$ cat config.mk
export PLATFORM = sky130hd
export DESIGN_NAME = divided_difference_table
export DESIGN_NICKNAME = d
export VERILOG_FILES = /design/src/rtl/ddt_pkg.sv /design/src/rtl/ddt_divider.sv /design/src/rtl/divided_difference_table.sv
export SDC_FILE = /design/constraint.sdc
export NUM_CORES = 2
export LEC_CHECK = 0
export BUFFER_PORTS_ARGS = -buffer_cell sky130_fd_sc_hd__buf_2
export CORE_UTILIZATION = 53
export DETAILED_ROUTE_END_ITERATION = 6
export GPL_ROUTABILITY_DRIVEN = 0
export PLACE_DENSITY = 0.69
export SYNTH_ARGS = -nofsm -noshare
export SYNTH_HDL_FRONTEND = slang
export SYNTH_SLANG_ARGS = --single-unit
$ cat constraint.sdc
create_clock -name aclk -period 16.9 [get_ports aclk]
set_clock_uncertainty 0.2 [all_clocks]
set_input_delay 1.69 -clock aclk [delete_from_list [all_inputs] [get_ports aclk]]
set_output_delay 1.69 -clock aclk [all_outputs]
set_load 0.1 [all_outputs]
$ cat src/rtl/ddt_pkg.sv
// ddt_pkg: shared types and constants for the divided-difference table block
// holds the transfer payload structs, the q16.16 limits and the divider handshake structs
// no dependencies
package ddt_pkg;

    localparam int MAX_POINTS_DEF = 32;
    localparam int Q_W            = 32;
    localparam int FRAC_W         = 16;
    localparam int OUT_IDX_W      = 5;

    localparam logic [Q_W-1:0] Q_MAX = 32'h7FFF_FFFF;
    localparam logic [Q_W-1:0] Q_MIN = 32'h8000_0000;

    // one input point
    typedef struct packed {
        logic                  start_set;
        logic signed [Q_W-1:0] x_value;
        logic signed [Q_W-1:0] y_value;
    } ddt_in_t;

    // one table entry
    typedef struct packed {
        logic [OUT_IDX_W-1:0]  row_index;
        logic [OUT_IDX_W-1:0]  order;
        logic signed [Q_W-1:0] difference;
        logic                  bad_divisor;
        logic                  last_of_row;
    } ddt_out_t;

    // divider request: numerator and divisor are 33-bit two's complement
    typedef struct packed {
        logic         start;
        logic [Q_W:0] num;
        logic [Q_W:0] den;
    } ddt_div_req_t;

    // divider response: done pulses for one cycle with quotient and flag
    typedef struct packed {
        logic           done;
        logic [Q_W-1:0] quot;
        logic           bad;
    } ddt_div_rsp_t;

endpackage

$ cat src/rtl/ddt_divider.sv
// ddt_divider: iterative q16.16 divider, (num * 2^16) / den, truncated toward zero
// radix-2 restoring, one quotient bit per cycle, saturates and flags on overflow or zero divisor
// depends on ddt_pkg
module ddt_divider (
    input  logic                  aclk,
    input  logic                  aresetn,
    input  ddt_pkg::ddt_div_req_t div_req,
    output ddt_pkg::ddt_div_rsp_t div_rsp
);
    import ddt_pkg::*;

    localparam int CNT_W = $clog2(Q_W);
    localparam int DVD_W = Q_W + FRAC_W;

    typedef enum logic [2:0] {D_IDLE, D_CHECK, D_RUN, D_FIN, D_DONE} div_state_t;

    div_state_t       state_reg;
    logic [CNT_W-1:0] cnt_reg;
    logic [Q_W-1:0]   num_mag_reg;
    logic [Q_W-1:0]   den_mag_reg;
    logic             num_neg_reg;
    logic             neg_reg;
    logic [Q_W-1:0]   rem_reg;
    logic [Q_W-1:0]   quo_reg;
    logic [Q_W-1:0]   result_reg;
    logic             bad_reg;

    logic [Q_W:0]     num_abs;
    logic [Q_W:0]     den_abs;
    logic [Q_W:0]     rem_sh;
    logic [Q_W+1:0]   trial;
    logic             ovf;

    // operand magnitudes
    assign num_abs = div_req.num[Q_W] ? (~div_req.num + 1'b1) : div_req.num;
    assign den_abs = div_req.den[Q_W] ? (~div_req.den + 1'b1) : div_req.den;

    // quotient of 2^32 or more iff |num| >= |den| * 2^16
    assign ovf = {{FRAC_W{1'b0}}, num_mag_reg} >= DVD_W'({den_mag_reg, {FRAC_W{1'b0}}});

    // one restoring step
    assign rem_sh = {rem_reg, quo_reg[Q_W-1]};
    assign trial  = {1'b0, rem_sh} - {2'b00, den_mag_reg};

    // sequencer, working registers and registered result
    always_ff @(posedge aclk) begin
        if (!aresetn) begin
            state_reg <= D_IDLE;
        end else begin
            case (state_reg)
                D_IDLE: begin
                    if (div_req.start) begin
                        num_mag_reg <= num_abs[Q_W-1:0];
                        den_mag_reg <= den_abs[Q_W-1:0];
                        num_neg_reg <= div_req.num[Q_W];
                        neg_reg     <= div_req.num[Q_W] ^ div_req.den[Q_W];
                        state_reg   <= D_CHECK;
                    end
                end
                D_CHECK: begin
                    if (den_mag_reg == '0) begin
                        // repeated abscissa
                        bad_reg <= 1'b1;
                        if (num_mag_reg == '0) begin
                            result_reg <= '0;
                        end else begin
                            result_reg <= num_neg_reg ? Q_MIN : Q_MAX;
                        end
                        state_reg <= D_DONE;
                    end else if (ovf) begin
                        bad_reg    <= 1'b1;
                        result_reg <= neg_reg ? Q_MIN : Q_MAX;
                        state_reg  <= D_DONE;
                    end else begin
                        rem_reg   <= {{FRAC_W{1'b0}}, num_mag_reg[Q_W-1:FRAC_W]};
                        quo_reg   <= {num_mag_reg[FRAC_W-1:0], {FRAC_W{1'b0}}};
                        cnt_reg   <= '0;
                        state_reg <= D_RUN;
                    end
                end
                D_RUN: begin
                    if (!trial[Q_W+1]) begin
                        rem_reg <= trial[Q_W-1:0];
                        quo_reg <= {quo_reg[Q_W-2:0], 1'b1};
                    end else begin
                        rem_reg <= rem_sh[Q_W-1:0];
                        quo_reg <= {quo_reg[Q_W-2:0], 1'b0};
                    end
                    cnt_reg <= cnt_reg + 1'b1;
                    if (cnt_reg == CNT_W'(Q_W - 1)) begin
                        state_reg <= D_FIN;
                    end
                end
                D_FIN: begin
                    // apply sign and clamp to the q16.16 range
                    if (neg_reg) begin
                        if (quo_reg > Q_MIN) begin
                            result_reg <= Q_MIN;
                            bad_reg    <= 1'b1;
                        end else begin
                            result_reg <= ~quo_reg + 1'b1;
                            bad_reg    <= 1'b0;
                        end
                    end else begin
                        if (quo_reg[Q_W-1]) begin
                            result_reg <= Q_MAX;
                            bad_reg    <= 1'b1;
                        end else begin
                            result_reg <= quo_reg;
                            bad_reg    <= 1'b0;
                        end
                    end
                    state_reg <= D_DONE;
                end
                D_DONE: begin
                    state_reg <= D_IDLE;
                end
                default: begin
                    state_reg <= D_IDLE;
                end
            endcase
        end
    end

    assign div_rsp.done = (state_reg == D_DONE);
    assign div_rsp.quot = result_reg;
    assign div_rsp.bad  = bad_reg;

endmodule

$ cat src/rtl/divided_difference_table.sv
// divided_difference_table: top level, point sequencer, point memories and result register
// depends on ddt_pkg and ddt_divider
//
// Takes one interpolation point (x, y in signed q16.16) per input transfer and
// emits row k of Newton's divided-difference table, orders 0..k, one result
// transfer per order, with last_of_row on order k. start_set begins a new set;
// a point that arrives on a full set (MAX_POINTS points) without start_set is
// taken and dropped with no results. The block takes no new point until the
// last entry of the row has moved into the result register. Every order above
// zero goes through one shared radix-2 divider that produces one quotient bit
// per cycle in its 32-step loop; each entry passes an emit step, an operand
// step and a full division, and the emit step waits while the result register
// holds an entry the result side has not taken. A zero divisor or a quotient
// out of the q16.16 range returns the saturated value (zero for 0/0) with
// bad_divisor set.
module divided_difference_table #(
    parameter int MAX_POINTS = ddt_pkg::MAX_POINTS_DEF
) (
    input  logic              aclk,
    input  logic              aresetn,
    input  logic              s_valid,
    output logic              s_ready,
    input  ddt_pkg::ddt_in_t  s_item,
    output logic              m_valid,
    input  logic              m_ready,
    output ddt_pkg::ddt_out_t m_item
);
    import ddt_pkg::*;

    localparam int IDX_W = $clog2(MAX_POINTS);
    localparam int CNT_W = $clog2(MAX_POINTS + 1);

    typedef enum logic [1:0] {S_IDLE, S_EMIT, S_DIV_START, S_DIV_WAIT} state_t;

    state_t           state_reg;
    logic [CNT_W-1:0] count_reg;
    logic [IDX_W-1:0] k_reg;
    logic [IDX_W-1:0] j_reg;
    logic [Q_W-1:0]   x_reg;
    logic [Q_W-1:0]   cur_reg;
    logic             bad_reg;
    logic             m_valid_reg;
    ddt_out_t         m_item_reg;

    logic [Q_W-1:0]   x_mem [MAX_POINTS];
    logic [Q_W-1:0]   prev_mem [MAX_POINTS];
    logic [Q_W-1:0]   x_rd_reg;
    logic [Q_W-1:0]   prev_rd_reg;

    logic             in_fire;
    logic             set_full;
    logic             take_point;
    logic [IDX_W-1:0] k_new;
    logic             emit_fire;
    logic [IDX_W-1:0] x_raddr;

    ddt_div_req_t     div_req;
    ddt_div_rsp_t     div_rsp;

    // input transfer and row setup
    assign s_ready    = (state_reg == S_IDLE);
    assign in_fire    = s_valid && s_ready;
    assign set_full   = !s_item.start_set && (count_reg == CNT_W'(MAX_POINTS));
    assign take_point = in_fire && !set_full;
    assign k_new      = s_item.start_set ? '0 : count_reg[IDX_W-1:0];

    // an entry leaves when the result register is free
    assign emit_fire = (state_reg == S_EMIT) && (!m_valid_reg || m_ready);
    assign x_raddr   = k_reg - j_reg - 1'b1;

    // abscissa store, read of x_{k-j} for the next order
    always_ff @(posedge aclk) begin
        if (take_point) begin
            x_mem[k_new] <= s_item.x_value;
        end
        if (emit_fire) begin
            x_rd_reg <= x_mem[x_raddr];
        end
    end

    // previous row store, read-first so the old entry feeds the next order
    always_ff @(posedge aclk) begin
        if (emit_fire) begin
            prev_rd_reg     <= prev_mem[j_reg];
            prev_mem[j_reg] <= cur_reg;
        end
    end

    // divider operands: row[j-1] - prev[j-1] over x_k - x_{k-j}
    assign div_req.start = (state_reg == S_DIV_START);
    assign div_req.num   = {cur_reg[Q_W-1], cur_reg} - {prev_rd_reg[Q_W-1], prev_rd_reg};
    assign div_req.den   = {x_reg[Q_W-1], x_reg} - {x_rd_reg[Q_W-1], x_rd_reg};

    ddt_divider u_divider (
        .aclk    (aclk),
        .aresetn (aresetn),
        .div_req (div_req),
        .div_rsp (div_rsp)
    );

    // row sequencer and result register
    always_ff @(posedge aclk) begin
        if (!aresetn) begin
            state_reg   <= S_IDLE;
            count_reg   <= '0;
            m_valid_reg <= 1'b0;
        end else begin
            if (m_valid_reg && m_ready && !emit_fire) begin
                m_valid_reg <= 1'b0;
            end
            case (state_reg)
                S_IDLE: begin
                    if (take_point) begin
                        k_reg     <= k_new;
                        j_reg     <= '0;
                        x_reg     <= s_item.x_value;
                        cur_reg   <= s_item.y_value;
                        bad_reg   <= 1'b0;
                        count_reg <= CNT_W'(k_new) + 1'b1;
                        state_reg <= S_EMIT;
                    end
                end
                S_EMIT: begin
                    if (emit_fire) begin
                        m_valid_reg            <= 1'b1;
                        m_item_reg.row_index   <= OUT_IDX_W'(k_reg);
                        m_item_reg.order       <= OUT_IDX_W'(j_reg);
                        m_item_reg.difference  <= cur_reg;
                        m_item_reg.bad_divisor <= bad_reg;
                        m_item_reg.last_of_row <= (j_reg == k_reg);
                        if (j_reg == k_reg) begin
                            state_reg <= S_IDLE;
                        end else begin
                            j_reg     <= j_reg + 1'b1;
                            state_reg <= S_DIV_START;
                        end
                    end
                end
                S_DIV_START: begin
                    state_reg <= S_DIV_WAIT;
                end
                S_DIV_WAIT: begin
                    if (div_rsp.done) begin
                        cur_reg   <= div_rsp.quot;
                        bad_reg   <= div_rsp.bad;
                        state_reg <= S_EMIT;
                    end
                end
                default: begin
                    state_reg <= S_IDLE;
                end
            endcase
        end
    end

    assign m_valid = m_valid_reg;
    assign m_item  = m_item_reg;

    // a quotient only comes back while the sequencer waits for it
    a_done_in_wait: assert property (@(posedge aclk) disable iff (!aresetn)
        div_rsp.done |-> (state_reg == S_DIV_WAIT))
        else $error("divider finished outside the wait state");

    // the order never passes the row index while a row is in progress
    a_order_bound: assert property (@(posedge aclk) disable iff (!aresetn)
        (state_reg != S_IDLE) |-> (j_reg <= k_reg))
        else $error("order ran past the row index");

    // a new set always restarts at one stored point
    a_set_restart: assert property (@(posedge aclk) disable iff (!aresetn)
        (in_fire && s_item.start_set) |=> (count_reg == CNT_W'(1)))
        else $error("start of set did not reset the point count");

    // the point count stays within the store
    a_count_bound: assert property (@(posedge aclk) disable iff (!aresetn)
        count_reg <= CNT_W'(MAX_POINTS))
        else $error("point count beyond capacity");

endmodule
==> impl_table.tex <==
\begin{tabular}{lr}
\hline
Metric & Value \\
\hline
\multicolumn{2}{l}{\textbf{Outcome}} \\
Status & finished with violations \\
Failing checks & DRC \\
\multicolumn{2}{l}{\textbf{Clock network}} \\
TritonCTS sink count & between 2000 and 2500 \\
Clock tree from TritonCTS & yes \\
Clock tree root driver cell & clkbuf\_16 \\
Clock latency on the worst-skew pair & 0.88 ns \\
Clock slew at reported path FFs & 0.06 ns \\
TritonCTS Buffers & approximately 230 \\
Number of buffers on the longest clock path & 3 \\
Post-CTS repair timing setup buffer count & 0 \\
Hold-fix buffers, CTS & 0 \\
H-tree levels & 4 \\
Number of gates given a new drive strength after cts & 0 \\
\multicolumn{2}{l}{\textbf{Die}} \\
Number of top-level design ports & about 120 \\
Core region area & 185000 um2 \\
Site Rows & $\sim$160 \\
Die outline area & $\sim$190000 um2 \\
Starting utilization of the core area & 0.533 \\
Die W & 434 um \\
Die span in y & between 400 and 500 um \\
\multicolumn{2}{l}{\textbf{Drt}} \\
Vias & roughly 52000 \\
DR iter-0 viols & $\sim$6100 \\
First-pass iteration count of the detailed router & 7 \\
Remaining DRCs & 1 \\
Routed vias/inst & between 6 and 7 \\
Antenna viol nets, final & 0 \\
Wirelength per Cell & 31.0 um \\
Final wirelength & between 200 and 250 mm \\
\multicolumn{2}{l}{\textbf{Global routing}} \\
Largest net degree at the start of global routing & approximately 140 \\
Sum of overflow across all layers after global routing & 0 \\
Overall Global Routing Usage & 0.268 \\
Number of global-route vias before repair & between 50000 and 60000 \\
Wire length of the first global-routing pass & approximately 360 mm \\
Number of antenna violations at the first check in global routing & 15 \\
\multicolumn{2}{l}{\textbf{Power and ir drop}} \\
Flop pwr share & 0.418 \\
Internal cell power & around 12 mW \\
Net switching power of the design & roughly 5.3 mW \\
Combinational share of power & 0.292 \\
VDD IR max & 0.000178 V \\
Clock Power Share & 0.290 \\
Pwr dens & 157 nW/um2 \\
Proportion of total power due to net switching & 0.306 \\
LEAKAGE & roughly 36 nW \\
\multicolumn{2}{l}{\textbf{Timing}} \\
Max-slew violation count & 0 \\
Setup violators final & 0 \\
Worst slew slack as a fraction of its limit & 0.169 \\
Accumulated negative setup slack & 0 ns \\
Max Clk Rate & between 0.15 and 0.2 GHz \\
Worst hold margin & about 0.28 ns \\
Time the worst path needs with I/O delays and setup & $\sim$6 ns \\
Setup repair after global routing missed its margin & false \\
Actual slew at the worst max-slew pin & roughly 1.2 ns \\
Post-route clock period utilization & 0.365 \\
Final count of hold timing violations & 0 \\
\multicolumn{2}{l}{\textbf{Critical path}} \\
CP Data Arrival Time & roughly 6.6 ns \\
Critical path startpoint category & flip-flop \\
Launching point of the worst reg2reg path & j\_reg[0] \\
End of the worst register-to-register path & x\_rd\_reg[30] \\
Crit Path Category & flip-flop to flip-flop \\
Cells on worst reg2reg path & 8 \\
Peak fanout along the critical path & 44 \\
Critical path launch point & j\_reg[0] \\
Reg-to-reg setup timing slack & around 11 ns \\
Crit path to & x\_rd\_reg[30] \\
Category of the worst setup path capture point & flip-flop \\
Data required time at the worst endpoint & roughly 17 ns \\
\multicolumn{2}{l}{\textbf{Yosys}} \\
Total of flip-flops plus latches after synthesis & about 2400 \\
Count of synthesis-stage warnings from yosys & 0 \\
Part of the Yosys area used for sequential elements & 0.732 \\
Syn Nets & around 5300 \\
Synthesized area divided by synthesized cell count & between 15 and 20 um2 \\
Synth top area share & 0.730 \\
FFs w/ async S/R, synth & 0 \\
Leading cell types by count after synthesis & 2399 x edfxtp\_1, 576 x mux4\_2, 225 x nor2\_1 \\
Count of cell types in the netlist & slightly above 90 \\
Cell taking the most area after synthesis & edfxtp\_1 \\
Leading cell type by number of instances after synthesis & edfxtp\_1 \\
Ranking of synthesized cells by area & edfxtp\_1 73\%, mux4\_2 13\%, ha\_1 1.7\%, a22oi\_1 1.0\%, nor2\_1 0.86\% \\
Cells after Synth & approximately 5100 \\
Mapped cell area & a little under 100000 um2 \\
Number of synthesized flops with an enable pin & between 2000 and 2500 \\
Most common flop cell mapped by yosys & edfxtp\_1 \\
\multicolumn{2}{l}{\textbf{Placement}} \\
Detail Placement HPWL & roughly 140 mm \\
Area after DPL & 103000 um2 \\
Port Buffer Count & roughly 110 \\
\multicolumn{2}{l}{\textbf{Layout}} \\
Post-route cell area & $\sim$110000 um2 \\
Nets & between 5000 and 6000 \\
Fraction of final layout cells sized beyond drive strength 1 & 0.238 \\
Area Overhead vs Synth & 11.9\% \\
\multicolumn{2}{l}{\textbf{Min path}} \\
Class of the worst hold path & flip-flop to flip-flop \\
\multicolumn{2}{l}{\textbf{Job}} \\
Number of violations of the max-capacitance limit & 0 \\
\hline
\end{tabular}
-- routing by layer --
metal / share of wire / GRT usage
met5: 0.00024 / 0
met2: 0.50 / 0.446
met1: 0.38 / 0.356
met3: 0.079 / 0.0432
met4: 0.038 / 0.109
-- critical path, stage by stage (launching register included) --
cell      delay, ns
edfxtp_1       0.87
inv_1          0.26
ha_4           0.85
buf_4          0.78
buf_4          0.65
buf_4          0.78
mux4_2         0.60
mux4_2         0.52
mux2_2         0.28
-- metrics by stage --
step                      total power [mW]  std cells  utilization  setup WS (ns)
after floorplan                       11.0       5132            -           9.19
final                                 17.4       8045        0.596          10.73
after global routing                  18.0       8043        0.596          10.15
after detailed placement              12.5       7617        0.556          10.50
after global placement                12.4       7617        0.556          10.55
after CTS                             17.5       8033        0.596          10.48
-- how the worst min path moves through the flow --
stage                  from            to  slack, ns  depth (start not counted)
2_1_floorplan       bad_reg     m_item[1]       0.20                          0
3_3_place_gp   count_reg[5]  count_reg[5]       0.27                          2
3_5_place_dp   count_reg[5]  count_reg[5]       0.27                          2
4_1_cts        count_reg[5]  count_reg[5]       0.28                          2
5_1_grt        count_reg[1]  count_reg[1]       0.30                          2
6_report       count_reg[5]  count_reg[5]       0.28                          2
-- power by group through the flow --
stage	clock, mW	sequential, mW	combinational (mW)
3_5_place_dp	0	7.38	5.07
6_report	5.04	7.26	5.08
3_3_place_gp	0	7.37	5.01
4_1_cts	5.10	7.26	5.10
5_1_grt	5.31	7.28	5.42
2_1_floorplan	0	7.45	3.56
-- cells by family (layout without fill, tap and decap cells) --
kind of cell / count (synthesis) / after routing / share of synthesized area
other: 0 / 12 / 0
buffers and inverters: 379 / 800 / 0.0145
xor gates and xnor gates: 137 / 137 / 0.0122
adders and majority gates: 138 / 138 / 0.0178
and+or+nand+nor: 739 / 739 / 0.0365
muxes: 673 / 673 / 0.142
DFF: 2411 / 2411 / 0.732
AOI/OAI and AO/OA: 655 / 655 / 0.0448
-- final cells by class --
cell class / count / area, um2
multi-input combinational: 2342 / 25600
clock inverter: 141 / 1420
timing repair buffer: 241 / 1540
sequential: 2411 / 72300
clock buffer: 275 / 5920
antenna: 12 / 30.0
fill: 13200 / 74800
tap: 2480 / 3100
inverter: 143 / 537
-- placed cells by master (no fill, tap or decap), drive strengths merged, types with 39 or more instances in the layout --
cell,count
and3,39
nand4,51
mux4,576
o21ai,150
a22oi,133
nand2,187
xor2,52
clkinv,103
edfxtp,2399
nor3,44
a21o,61
buf,241
inv,149
xnor2,85
a21oi,125
ha,134
mux2,65
nor2,225
clkbuf,275
Note: power is estimated with default switching activity, not from simulation.
